**src/rtl/core/lfu_pkg.sv**
```systemverilog
// ----------------------------------------------------------------------------
// LFU cache package
// Shared constants, types and the sequencer state encoding.
// ----------------------------------------------------------------------------
package lfu_pkg;

  localparam int unsigned LfuDepth     = 16;
  localparam int unsigned LfuCountBits = 16;
  localparam int unsigned KeyBits      = 32;
  localparam int unsigned ValBits      = 32;
  localparam int unsigned CapBits      = 5;
  localparam logic [CapBits-1:0] CapReset = 5'd16;

  localparam logic KindGet = 1'b0;
  localparam logic KindPut = 1'b1;

  typedef enum logic [2:0] {
    ST_IDLE,
    ST_SCAN,
    ST_DECIDE,
    ST_UPDATE,
    ST_WRITE,
    ST_DONE
  } lfu_state_e;

  typedef struct packed {
    logic                 kind;
    logic [KeyBits-1:0]   key;
    logic [ValBits-1:0]   value;
  } lfu_req_t;

  typedef struct packed {
    logic                 hit;
    logic [ValBits-1:0]   read_value;
    logic                 evicted;
    logic [KeyBits-1:0]   evicted_key;
  } lfu_rsp_t;

endpackage

```
**src/rtl/core/lfu_req_if.sv**
```systemverilog
// ----------------------------------------------------------------------------
// LFU request channel
// Valid/ready channel carrying one get or put beat.
// ----------------------------------------------------------------------------
interface lfu_req_if
  import lfu_pkg::*;
();
  logic     valid;
  logic     ready;
  lfu_req_t payload;

  modport source (output valid, output payload, input ready);
  modport sink   (input valid, input payload, output ready);
endinterface

```
**src/rtl/core/lfu_rsp_if.sv**
```systemverilog
// ----------------------------------------------------------------------------
// LFU response channel
// Valid/ready channel carrying one result beat.
// ----------------------------------------------------------------------------
interface lfu_rsp_if
  import lfu_pkg::*;
();
  logic     valid;
  logic     ready;
  lfu_rsp_t payload;

  modport source (output valid, output payload, input ready);
  modport sink   (input valid, input payload, output ready);
endinterface

```
**src/rtl/core/lfu_ram.sv**
```systemverilog
// ----------------------------------------------------------------------------
// LFU generic RAM
// Single write port, single read port, registered read data.
// ----------------------------------------------------------------------------
module lfu_ram #(
  parameter int unsigned Width = 32,
  parameter int unsigned Depth = 16
) (
  input  logic                                          clk_i,
  input  logic                                          we_i,
  input  logic [((Depth > 1) ? $clog2(Depth) : 1)-1:0]  waddr_i,
  input  logic [Width-1:0]                              wdata_i,
  input  logic [((Depth > 1) ? $clog2(Depth) : 1)-1:0]  raddr_i,
  output logic [Width-1:0]                              rdata_o
);
  logic [Width-1:0] mem_q [Depth];

  always_ff @(posedge clk_i) begin
    if (we_i) begin
      mem_q[waddr_i] <= wdata_i;
    end
    rdata_o <= mem_q[raddr_i];
  end
endmodule

```
**src/rtl/core/lfu_ctrl.sv**
```systemverilog
// ----------------------------------------------------------------------------
// LFU sequencer
// Scans the entry memory once for match, occupancy and victim, then writes
// back the touched or inserted entry. Ranks and valid bits live in flops.
// ----------------------------------------------------------------------------
module lfu_ctrl
  import lfu_pkg::*;
#(
  parameter int unsigned Depth     = LfuDepth,
  parameter int unsigned CountBits = LfuCountBits
) (
  input  logic          clk_i,
  input  logic          rst_ni,
  input  logic          cfg_we_i,
  input  logic [CapBits-1:0] cfg_wdata_i,
  lfu_req_if.sink       req,
  lfu_rsp_if.source     rsp
);
  localparam int unsigned AddrBits = (Depth > 1) ? $clog2(Depth) : 1;
  localparam int unsigned RankBits = AddrBits;
  localparam int unsigned UsedBits = $clog2(Depth + 1);
  localparam int unsigned EntBits  = KeyBits + ValBits + CountBits;
  localparam logic [AddrBits-1:0] LastIdx = AddrBits'(Depth - 1);
  localparam logic [CountBits-1:0] CountMax = '1;

  typedef struct packed {
    logic [KeyBits-1:0]   key;
    logic [ValBits-1:0]   value;
    logic [CountBits-1:0] count;
  } entry_t;

  lfu_state_e state_q, state_d;
  logic [CapBits-1:0]  cap_q;
  lfu_req_t            req_q;
  lfu_rsp_t            res_q;       // result staged until the output slot frees
  lfu_rsp_t            rsp_q;
  logic                rsp_valid_q;
  logic [Depth-1:0]    valid_q;
  logic [RankBits-1:0] rank_q [Depth];

  logic [AddrBits-1:0] raddr_q;     // address presented this cycle
  logic [AddrBits-1:0] chk_q;       // address whose data is on rdata
  logic                chk_vld_q;
  logic                hit_q;
  logic [AddrBits-1:0] hit_idx_q;
  entry_t              hit_ent_q;
  logic                vic_vld_q;
  logic [AddrBits-1:0] vic_idx_q;
  entry_t              vic_ent_q;
  logic                free_vld_q;
  logic [AddrBits-1:0] free_idx_q;
  logic [UsedBits-1:0] used_q;
  logic                last_q;

  // write-back decision
  logic                wr_q;
  logic [AddrBits-1:0] wr_idx_q;
  entry_t              wr_ent_q;
  logic                do_ins_q;
  logic                do_touch_q;
  logic                do_evict_q;
  logic [AddrBits-1:0] ev_idx_q;

  entry_t              rd_ent;
  logic [EntBits-1:0]  rdata;
  logic                ram_we;

  assign rd_ent = entry_t'(rdata);
  assign ram_we = (state_q == ST_WRITE) && wr_q;

  lfu_ram #(.Width(EntBits), .Depth(Depth)) u_ram (
    .clk_i   (clk_i),
    .we_i    (ram_we),
    .waddr_i (wr_idx_q),
    .wdata_i (wr_ent_q),
    .raddr_i (raddr_q),
    .rdata_o (rdata)
  );

  logic [CapBits-1:0] limit;
  assign limit = (32'(cap_q) > Depth) ? CapBits'(Depth) : cap_q;

  // next state
  always_comb begin
    state_d = state_q;
    case (state_q)
      ST_IDLE:   if (req.valid) state_d = ST_SCAN;
      ST_SCAN:   if (last_q && chk_vld_q) state_d = ST_DECIDE;
      ST_DECIDE: state_d = ST_UPDATE;
      ST_UPDATE: state_d = ST_WRITE;
      ST_WRITE:  state_d = ST_DONE;
      ST_DONE:   if (!rsp_valid_q || rsp.ready) state_d = ST_IDLE;
      default:   state_d = ST_IDLE;
    endcase
  end

  // outputs
  always_comb begin
    req.ready   = (state_q == ST_IDLE);
    rsp.valid   = rsp_valid_q;
    rsp.payload = rsp_q;
  end

  logic vic_better;
  always_comb begin
    vic_better = !vic_vld_q || (rd_ent.count < vic_ent_q.count) ||
                 ((rd_ent.count == vic_ent_q.count) &&
                  (rank_q[chk_q] > rank_q[vic_idx_q]));
  end

  always_ff @(posedge clk_i or negedge rst_ni) begin
    if (!rst_ni) begin
      state_q     <= ST_IDLE;
      cap_q       <= CapReset;
      rsp_valid_q <= 1'b0;
      valid_q     <= '0;
      for (int i = 0; i < Depth; i++) rank_q[i] <= '0;
      raddr_q     <= '0;
      chk_q       <= '0;
      chk_vld_q   <= 1'b0;
      last_q      <= 1'b0;
      wr_q        <= 1'b0;
    end else begin
      state_q <= state_d;
      if (cfg_we_i) cap_q <= cfg_wdata_i;
      // load the output slot when it is free or drains this cycle
      if ((state_q == ST_DONE) && (!rsp_valid_q || rsp.ready)) begin
        rsp_valid_q <= 1'b1;
        rsp_q       <= res_q;
      end else if (rsp_valid_q && rsp.ready) begin
        rsp_valid_q <= 1'b0;
      end
      case (state_q)
        ST_IDLE: begin
          if (req.valid) begin
            req_q      <= req.payload;
            raddr_q    <= '0;
            chk_vld_q  <= 1'b0;
            last_q     <= 1'b0;
            hit_q      <= 1'b0;
            vic_vld_q  <= 1'b0;
            free_vld_q <= 1'b0;
            used_q     <= '0;
          end
        end
        ST_SCAN: begin
          // read pipeline: address is presented the cycle before its compare
          chk_q     <= raddr_q;
          chk_vld_q <= !last_q || !chk_vld_q;
          last_q    <= (raddr_q == LastIdx);
          if (raddr_q != LastIdx) raddr_q <= raddr_q + 1'b1;
          if (chk_vld_q) begin
            if (valid_q[chk_q]) begin
              used_q <= used_q + 1'b1;
              if (!hit_q && rd_ent.key == req_q.key) begin
                hit_q     <= 1'b1;
                hit_idx_q <= chk_q;
                hit_ent_q <= rd_ent;
              end
              if (vic_better) begin
                vic_vld_q <= 1'b1;
                vic_idx_q <= chk_q;
                vic_ent_q <= rd_ent;
              end
            end else if (!free_vld_q) begin
              free_vld_q <= 1'b1;
              free_idx_q <= chk_q;
            end
          end
        end
        ST_DECIDE: begin
          do_ins_q   <= 1'b0;
          do_touch_q <= 1'b0;
          do_evict_q <= 1'b0;
          wr_q       <= 1'b0;
          res_q.hit         <= hit_q;
          res_q.read_value  <= '1;
          res_q.evicted     <= 1'b0;
          res_q.evicted_key <= '0;
          if (req_q.kind == KindGet) begin
            if (hit_q) begin
              res_q.read_value <= hit_ent_q.value;
              do_touch_q <= 1'b1;
              wr_q       <= 1'b1;
              wr_idx_q   <= hit_idx_q;
              wr_ent_q   <= '{key: hit_ent_q.key, value: hit_ent_q.value,
                              count: (hit_ent_q.count == CountMax) ? CountMax
                                     : hit_ent_q.count + 1'b1};
            end
          end else if (limit != '0) begin
            if (hit_q) begin
              do_touch_q <= 1'b1;
              wr_q       <= 1'b1;
              wr_idx_q   <= hit_idx_q;
              wr_ent_q   <= '{key: hit_ent_q.key, value: req_q.value,
                              count: (hit_ent_q.count == CountMax) ? CountMax
                                     : hit_ent_q.count + 1'b1};
            end else begin
              wr_ent_q <= '{key: req_q.key, value: req_q.value,
                            count: CountBits'(1)};
              if ((32'(used_q) >= 32'(limit)) || !free_vld_q) begin
                if (vic_vld_q) begin
                  do_evict_q <= 1'b1;
                  do_ins_q   <= 1'b1;
                  wr_q       <= 1'b1;
                  ev_idx_q   <= vic_idx_q;
                  wr_idx_q   <= vic_idx_q;
                  res_q.evicted     <= 1'b1;
                  res_q.evicted_key <= vic_ent_q.key;
                end
              end else begin
                do_ins_q <= 1'b1;
                wr_q     <= 1'b1;
                wr_idx_q <= free_idx_q;
              end
            end
          end
        end
        ST_UPDATE: begin
          // rank bookkeeping for touch, evict and insert
          for (int i = 0; i < Depth; i++) begin
            if (do_touch_q) begin
              if (AddrBits'(i) == wr_idx_q) rank_q[i] <= '0;
              else if (valid_q[i] && rank_q[i] < rank_q[wr_idx_q])
                rank_q[i] <= rank_q[i] + 1'b1;
            end else if (do_ins_q) begin
              if (AddrBits'(i) == wr_idx_q) rank_q[i] <= '0;
              else if (valid_q[i]) begin
                if (do_evict_q && rank_q[i] > rank_q[ev_idx_q])
                  rank_q[i] <= rank_q[i];
                else
                  rank_q[i] <= rank_q[i] + 1'b1;
              end
            end
          end
          if (do_ins_q) valid_q[wr_idx_q] <= 1'b1;
        end
        ST_WRITE: begin
          wr_q <= 1'b0;
        end
        ST_DONE: ;
        default: ;
      endcase
    end
  end

`ifndef SYNTHESIS
  a_one_req: assert property (@(posedge clk_i) disable iff (!rst_ni)
    (req.valid && req.ready) |=> !req.ready)
    else $error("request taken while busy");
  a_rsp_after_done: assert property (@(posedge clk_i) disable iff (!rst_ni)
    $rose(rsp_valid_q) |-> $past(state_q == ST_DONE))
    else $error("response raised outside done");
  a_evict_on_put: assert property (@(posedge clk_i) disable iff (!rst_ni)
    (rsp.valid && rsp.payload.evicted) |-> !rsp.payload.hit)
    else $error("eviction reported on a hit");
`endif
endmodule

```
**src/rtl/core/lfu_cache_lookup_insert.sv**
```systemverilog
// ----------------------------------------------------------------------------
// LFU cache lookup/insert
// Fully associative key/value cache, least-frequently-used replacement with
// oldest-touch tiebreak.
//
//   channel  dir  handshake     payload
//   req      in   valid/ready   kind, key, value
//   rsp      out  valid/ready   hit, read_value, evicted, evicted_key
//   cfg      in   we            capacity_in_use
//
// Each item runs a scan that reads one entry a cycle from the entry memory,
// then decide, rank update, write-back and result.
// Reset clears all valid bits and ranks at once; no clearing pass.
// A held result blocks the next item only in its done state.
// ----------------------------------------------------------------------------
module lfu_cache_lookup_insert
  import lfu_pkg::*;
#(
  parameter int unsigned Depth     = LfuDepth,
  parameter int unsigned CountBits = LfuCountBits
) (
  input  logic               clk_i,
  input  logic               rst_ni,
  input  logic               cfg_we_i,
  input  logic [CapBits-1:0] cfg_wdata_i,
  lfu_req_if.sink            req,
  lfu_rsp_if.source          rsp
);
  lfu_ctrl #(.Depth(Depth), .CountBits(CountBits)) u_ctrl (
    .clk_i       (clk_i),
    .rst_ni      (rst_ni),
    .cfg_we_i    (cfg_we_i),
    .cfg_wdata_i (cfg_wdata_i),
    .req         (req),
    .rsp         (rsp)
  );
endmodule
```
**src/flat_wrapper.sv**
```systemverilog
// flat-port wrapper written by rule: the top's interface ports become plain ports
module lfu_cache_lookup_insert_flat import lfu_pkg::*;
#(
  parameter int unsigned Depth     = LfuDepth,
  parameter int unsigned CountBits = LfuCountBits
)
  (clk_i, rst_ni, cfg_we_i, cfg_wdata_i, req_valid, req_payload, req_ready, rsp_valid, rsp_payload, rsp_ready);
  lfu_req_if req_i ();
  lfu_rsp_if rsp_i ();
  input  logic clk_i;
  input  logic rst_ni;
  input  logic cfg_we_i;
  input  logic [CapBits-1:0] cfg_wdata_i;
  input wire logic [$bits(req_i.valid)-1:0] req_valid;
  input wire logic [$bits(req_i.payload)-1:0] req_payload;
  output wire logic [$bits(req_i.ready)-1:0] req_ready;
  output wire logic [$bits(rsp_i.valid)-1:0] rsp_valid;
  output wire logic [$bits(rsp_i.payload)-1:0] rsp_payload;
  input wire logic [$bits(rsp_i.ready)-1:0] rsp_ready;
  assign req_i.valid = req_valid;
  assign req_i.payload = req_payload;
  assign req_ready = req_i.ready;
  assign rsp_valid = rsp_i.valid;
  assign rsp_payload = rsp_i.payload;
  assign rsp_i.ready = rsp_ready;
  lfu_cache_lookup_insert #(.Depth(Depth), .CountBits(CountBits)) u_core (.clk_i(clk_i), .rst_ni(rst_ni), .cfg_we_i(cfg_we_i), .cfg_wdata_i(cfg_wdata_i), .req(req_i), .rsp(rsp_i));
endmodule
```
**config.mk**
```make
export PLATFORM = sky130hd
export DESIGN_NAME = lfu_cache_lookup_insert_flat
export DESIGN_NICKNAME = d
export VERILOG_FILES = /design/src/rtl/core/lfu_pkg.sv /design/src/rtl/core/lfu_req_if.sv /design/src/rtl/core/lfu_rsp_if.sv /design/src/rtl/core/lfu_ram.sv /design/src/rtl/core/lfu_ctrl.sv /design/src/rtl/core/lfu_cache_lookup_insert.sv /design/src/flat_wrapper.sv
export SDC_FILE = /design/constraint.sdc
export NUM_CORES = 2
export LEC_CHECK = 0
export BUFFER_PORTS_ARGS = -buffer_cell sky130_fd_sc_hd__buf_2
export CAP_MARGIN = 30
export CELL_PAD_IN_SITES_DETAIL_PLACEMENT = 1
export CELL_PAD_IN_SITES_GLOBAL_PLACEMENT = 1
export CORE_MARGIN = 4
export CORE_UTILIZATION = 30
export DETAILED_ROUTE_END_ITERATION = 10
export PLACE_DENSITY_LB_ADDON = 0.12
export SYNTH_ARGS = -nofsm -noshare
export SYNTH_HDL_FRONTEND = slang
export SYNTH_SLANG_ARGS = --single-unit
```
**constraint.sdc**
```tcl
create_clock -name clk_i -period 8 [get_ports clk_i]
set_input_delay 1.6 -clock clk_i [delete_from_list [all_inputs] [get_ports clk_i]]
set_output_delay 1.6 -clock clk_i [all_outputs]
set_load 0.01 [all_outputs]
```
=== Word-level counts from Yosys, hierarchy flattened ===
Memories as Yosys holds them, arrays and structs flattened. A register that Yosys moved wholly into a read port is not among the register bits.
Index checks and enable logic that the tools add are counted.

* Output and inout port bits: 68
* Memories kept: 1
* Memory bits (writable): 1,280
* Word-level logic and storage cells: 489
* Bits in registers: 536
* Input port bits: 75

{| class="wikitable"
|+ Memory list
! memory !! depth !! width !! read ports !! clocked after memory_dff !! wr ports !! line !! text
|-
| u_core.u_ctrl.u_ram.mem_q || 16 || 80 || 1 || 1 || 1 || lfu_ram.sv:16 || <nowiki>logic [Width-1:0] mem_q [Depth];</nowiki>
|}

* Bitwise operators: 12
* Eq/ne operators: 68
* Add/sub/neg operators: 19
* $lt $le $gt $ge: 43
* Mux-type cells: 179
* Reduce and logical (&&, ||, !) cells: 111

{| class="wikitable"
|+ Operators by type and width
! operator !! count
|-
| two-way mux 4 bit || 128
|-
| two-way mux 80 bit || 4
|-
| AND reduction 5 bit || 22
|-
| adder 4 x 1 -> 4 bit (second input constant) || 17
|-
| greater-than comparator 4 bit || 17
|-
| binary-select mux 4 bit (select 4 bit) || 4
|-
| < comparator 4 bit || 16
|-
| inequality test 3 x 1 -> 1 bit (second input constant) || 16
|-
| inequality test 3 bit (second input constant) || 16
|-
| nonzero test 3 bit || 16
|-
| logical AND 1 bit || 39
|-
| two-way mux 33 bit || 1
|-
| equality test 32 bit || 1
|-
| equality test 4 bit (first input constant) || 8
|-
| two-way mux 1 bit || 23
|-
| greater-or-equal comparator 5 bit (second input constant) || 4
|-
| two-way mux 5 bit || 4
|-
| NOT 4 -> 5 bit || 4
|-
| case mux 3 bit (6 select lines) || 1
|-
| adder 16 x 1 -> 16 bit (second input constant) || 1
|-
| equality test 16 bit || 1
|-
| equality test 16 bit (second input constant) || 1
|-
| equality test 3 x 4 -> 1 bit (first input constant) || 4
|-
| < comparator 16 bit || 1
|-
| other kinds (38) || 83
|}

=== Depth between registers and ports, before layout ===
* Depth after elaboration: 11
* Depth in mapped cells: 14
* Mapped depth without buffers: 11

=== Modules after synthesis ===
A second synthesis with hierarchy kept.

* Cell total of the unflattened synthesis: 3,934
* Area total of the unflattened synthesis: 75,270.9 sq um

{| class="wikitable"
|+ By module, submodules not included
! module !! instances !! cells an instance !! sequential area each (sq um) !! area an instance (sq um)
|-
| lfu_ram || 1 || 2,054 || 40,038.4 || 49,422.4
|-
| lfu_ctrl || 1 || 1,880 || 15,566.2 || 25,848.5
|}

=== Worst setup path before layout ===
Ideal clock, no wire load.

* Path kind: input to register
* Start point: in rst_ni
* End point: reg u_core.u_ctrl.hit_ent_q[0] (netlist bit), enable pin
* Slack: 2.300 ns
* Data required time: 7.473 ns
* Data arrival time: 5.174 ns
* Stages on the path: 2
* Library setup time: 0.527 ns
* Path buffers: 0
* Path through: nand2_1 -> nor2_1

* Cells in the longest elaborated chain, start to end: 1

{| class="wikitable"
|+ Ends and longest elaborated chain
! what !! line !! text
|-
| start, declared || flat_wrapper.sv:11 || <nowiki>input logic rst_ni;</nowiki>
|-
| AND reduction 5 bit (no line) || -- ||
|-
| end signal, assigned || lfu_ctrl.sv:158 || <nowiki>hit_ent_q <= rd_ent;</nowiki>
|-
| end, declared || lfu_ctrl.sv:46 || <nowiki>entry_t hit_ent_q;</nowiki>
|}

No other way between the ends.
A chain may end at the register's enable or synchronous reset.

=== Worst setup path in the final report ===
* Start point: reg u_core.u_ctrl.chk_q[0]
* End point: reg u_core.u_ctrl.vic_ent_q[65] (netlist bit), enable pin

* Cells in the longest elaborated chain, start to end: 8
* Elaborated cells between the ends (all ways): 10
* Those cells by class: 1 x order compare; 5 x mux; 1 x bitwise; 3 x reduce/logical

{| class="wikitable"
|+ Ends and longest elaborated chain
! what !! line !! text
|-
| start, declared || lfu_ctrl.sv:42 || <nowiki>logic [AddrBits-1:0] chk_q;</nowiki>
|-
| start signal, assigned || lfu_ctrl.sv:148 || <nowiki>chk_q <= raddr_q;</nowiki>
|-
| NOT 4 -> 5 bit (implied by the code) || lfu_ctrl.sv:108 || <nowiki>(rank_q[chk_q] > rank_q[vic_idx_q]));</nowiki>
|-
| binary-select mux 4 bit (select 4 bit) || lfu_ctrl.sv:108 ||
|-
| two-way mux 4 bit (implied by the code) (2 in series) || lfu_ctrl.sv:108 ||
|-
| greater-than comparator 4 bit || lfu_ctrl.sv:108 ||
|-
| logical AND 1 bit || lfu_ctrl.sv:107 || <nowiki>((rd_ent.count == vic_ent_q.count) &&</nowiki>
|-
| logical OR 1 bit || lfu_ctrl.sv:106 || <nowiki>vic_better = !vic_vld_q || (rd_ent.count < vic_ent_q.count) ||</nowiki>
|-
| AND reduction 5 bit (no line) (*) || -- ||
|-
| end signal, assigned || lfu_ctrl.sv:163 || <nowiki>vic_ent_q <= rd_ent;</nowiki>
|-
| end, declared || lfu_ctrl.sv:49 || <nowiki>entry_t vic_ent_q;</nowiki>
|}

Mark *: on every way between the ends. The rest lies on a longest branch, timed or not. The select of a mux whose other input is x is not followed.

==> run_results.csv <==
group,metric,value,unit
synth,synth_top_area_cell,"edfxtp_1",
sta,hold_viol,0,
grt,grt_pass1_wl,327.4,mm
synth,ys_types,62,
placement,dp_hpwl,118.7,mm
sta,fin_ws,2.861,ns
pwr,seq_power_share,43.3,%
layout,final_area,0.08855,mm2
synth,synth.ff_latch_count,1895,
clock_tree,hold_buffers,0,
clock_tree,cts-root-buf,"clkbuf_16",
pwr,p_clk_share,35.8,%
setup_path,critPathCaptureType,"flop",
pwr,p_leak,29.47,nW
clock_tree,clk_pin_slew,0.06,ns
pwr,intPower,19.43,mW
placement,finalWeightedCongestion,0.7900,
floorplan,io_pins,143,
synth,synth.top_cell.area_share,67.64,%
clock_tree,clkLatencyLatePin,0.85,ns
sta,setup-violations-final,0,
floorplan,num_rows,184,
detailed_routing,vias_per_cell,5.045,
setup_path,arrival,5.60,ns
clock_tree,cts.sinks,1895,
floorplan,start_util,30.23,%
grt,grt_pass1_vias,44080,
detailed_routing,drt_pass1_iterations,5,
synth,synth-warning-count,0,
grt,antenna_found_initial,10,
sta,timing.final.crit_share,64.24,%
sta,grt_setup_unrepaired,"false",
floorplan,die_w,511.8,um
pwr,ir_worst_vdd,0.0003314,V
sta,fin_hold_ws,0.4059,ns
detailed_routing,drt_iter0_drc,3393,
run_status,status,"complete, no violations",
detailed_routing,routed_wl,228.4,mm
floorplan,coreArea,0.2519,mm2
synth,syn-num-nets,4599,
pwr,comb_power_share,20.9,%
synth,syn_inst,4368,
sta,skew,0.06288,ns
clock_tree,cts-resized-gates,0,
clock_tree,tritoncts,"yes",
clock_tree,clock_path_buffers,3,
setup_path,worstPathMaxFanout,32,
grt,grt_max_degree,117,
placement,dp_slack,2.694,ns
sta,slew_headroom,30.36,%
layout,drive_above_1_share,20.03,%
placement,portBuffers,142,
detailed_routing,vias,41090,
hold_path,hp-class,"reg2reg",
layout,nets,4842,
synth,syn_area,0.07614,mm2
synth,ys.flop_type,"edfxtp_1",
synth,synth.avg_cell_area,17.43,um2
clock_tree,htreeDepth,4,
detailed_routing,drcViolationCount,0,
sta,fmax,194.6,MHz
grt,grtUsageTotal,17.18,%
sta,period_needed,5.139,ns
run,maxCapViolCount,0,
sta,tightest_slew,1.045,ns
layout,fillers,25140,
sta,setup_tns,0,ns
sta,report.final.slew_viol_count,0,
pwr,power.switching,8.166,mW
setup_path,crit_type,"reg2reg",
synth,netlist_top_cells_area,"edfxtp_1 (68%), mux4_2 (7.1%), mux2i_1 (3.4%), dfrtp_1 (3.3%), ha_1 (2.6%)",
detailed_routing,wire_per_inst,28.04,um
detailed_routing,ant_nets,0,
pwr,total_power,27.60,mW
layout,areaGrowthSynthToFinish,16.30,%
setup_path,required,8.46,ns
floorplan,die_area,0.2619,mm2
floorplan,die_h,511.8,um
synth,async_reset_ff_share,5.277,%
clock_tree,cts_setup_buffers,0,
placement,dpl_cell_area,0.08141,mm2
clock_tree,numCtsBuffers,209,
grt,grt-ovfl-total,0,
synth,synth-seq-area-share,73.03,%
pwr,p_per_area,311.6,mW/mm2
setup_path,cp-start-kind,"flop",
synth,synth_edf_count,1715,
pwr,p_sw_share,29.59,%
[registers in the layout, indices dropped and copies added (netlist names), 4 cells and up]
signal	flops
u_core.u_ctrl.wr_idx_q	4
u_core.u_ctrl.vic_ent_q	48
u_core.u_ctrl.req_q	65
u_core.u_ctrl.chk_q	4
u_core.u_ctrl.hit_idx_q	4
u_core.u_ctrl.ev_idx_q	4
u_core.u_ctrl.u_ram.rdata_o	80
u_core.u_ctrl.used_q	5
u_core.u_ctrl.raddr_q	4
u_core.u_ctrl.rank_q	64
u_core.u_ctrl.wr_ent_q	80
u_core.u_ctrl.free_idx_q	4
u_core.u_ctrl.vic_idx_q	4
u_core.u_ctrl.rsp.payload	66
u_core.u_ctrl.cap_q	5
u_core.u_ctrl.u_ram.mem_q	1280
u_core.u_ctrl.hit_ent_q	80
u_core.u_ctrl.valid_q	16
u_core.u_ctrl.res_q	66
[final cells by class]
class | instances | area (um2) | share of cell area, %
antenna | 4 | 10.01 | 0.01130
clock inverter | 98 | 1252 | 1.414
inverter | 60 | 225.2 | 0.2543
clock buffer | 295 | 5853 | 6.610
tap | 3348 | 4189 | 4.731
multi-input combinational | 2210 | 19690 | 22.24
timing repair buffer | 235 | 1709 | 1.930
sequential | 1895 | 55620 | 62.81
[final timing paths]
check                           cells past startpoint  slack (ns)                                    start                               endpoint
worst max-delay path                               12        2.86       u_core.u_ctrl.chk_q[0]$_DFFE_PN0P_  u_core.u_ctrl.vic_ent_q[65]$_DFFE_PP_
worst min register to register                      0        0.41  u_core.u_ctrl.u_ram.rdata_o[24]$_DFF_P_  u_core.u_ctrl.hit_ent_q[24]$_DFFE_PP_
worst min-delay path                                0        0.41  u_core.u_ctrl.u_ram.rdata_o[24]$_DFF_P_  u_core.u_ctrl.hit_ent_q[24]$_DFFE_PP_
min in group asynchronous                           1        0.84                                   rst_ni     u_core.u_ctrl.chk_q[3]$_DFFE_PN0P_
worst max register to register                     12        2.86       u_core.u_ctrl.chk_q[0]$_DFFE_PN0P_  u_core.u_ctrl.vic_ent_q[65]$_DFFE_PP_
max in group asynchronous                           2        6.10                                   rst_ni   u_core.u_ctrl.valid_q[0]$_DFFE_PN0P_
[power groups by stage]
stage               Sequential, mW  Clock, mW  Combinational, mW
finish                        11.9       9.89               5.76
floorplan                     11.7          0               4.12
detailed placement            12.2          0               5.90
CTS                           12.0       10.2               5.92
global route                  12.0       10.6               6.36
global placement              12.1          0               5.84
[stage by stage]
stage | std cells | utilization, %
after floorplan | 4368 | -
after global placement | 7742 | 32.28
after detailed placement | 7747 | 32.32
after CTS | 8140 | 35.14
after global routing | 8142 | 35.16
final | 8145 | 35.16
[layer usage]
layer / track usage [%] / wire length, um
met5: 0 / 7
met4: 3.958 / 4867
met3: 2.636 / 8538
met2: 28.08 / 108100
met1: 24.14 / 106900
[logic make-up (layout without fill, tap and decap cells)]
family | Yosys count | in the layout | share of synthesized area [%]
flip-flops | 1895 | 1895 | 73.03
AND/OR/NAND/NOR | 703 | 703 | 4.453
AO/OA/AOI/OAI | 690 | 690 | 5.825
multiplexers | 613 | 613 | 12.19
buffers and inverters | 263 | 688 | 1.382
adder cells (fa/ha/maj) | 156 | 156 | 2.564
XOR/XNOR | 48 | 48 | 0.5521
other | 0 | 4 | 0
[placed cells by master, fill, tap and decap left out, types with 95 or more instances in the layout]
master / instances
mux4_2: 240
o21ai_0: 243
a21oi_1: 139
buf_2: 141
ha_1: 156
mux2i_1: 256
edfxtp_1: 1715
nand2_1: 286
clkbuf_16: 209
dfrtp_1: 95
mux2_2: 117
[cells in the mapped netlist, types with 4 or more instances]
cell type  instances
a21o_1             6
a21oi_1          139
a221oi_1          81
a22oi_1           80
a311oi_1          13
a31oi_1           16
and2_1            52
and3_1             4
buf_1             37
buf_2             37
clkbuf_1         126
dfrtp_1           99
dfxtp_1           80
edfxtp_1        1715
ha_1             156
inv_1             60
mux2_2           117
mux2i_1          256
mux4_2           240
nand2_1          287
nand2b_1          67
nand3_1           61
nand4_1           60
nand4b_1          13
nor2_1            85
nor2b_1           31
nor3_1            31
nor4_1             5
o21a_1            17
o21ai_0          243
o21ai_1            6
o21bai_1          18
o2bb2ai_1          4
o31ai_1           29
o41ai_1            5
xnor2_1           42
xor2_1             6
[critical path: stages (launching register included)]
cell and delay, ns:
dfrtp_1 0.79, buf_4 0.40, mux4_2 0.56, mux4_2 0.46, ha_1 0.31, nor2b_1 0.14, o21ai_0 0.10, nand2b_1 0.09
a21oi_1 0.12, o31ai_1 0.21, o21ai_0 0.20, nor2_4 0.64, buf_4 0.68
Power figures use the tool's default switching activity.
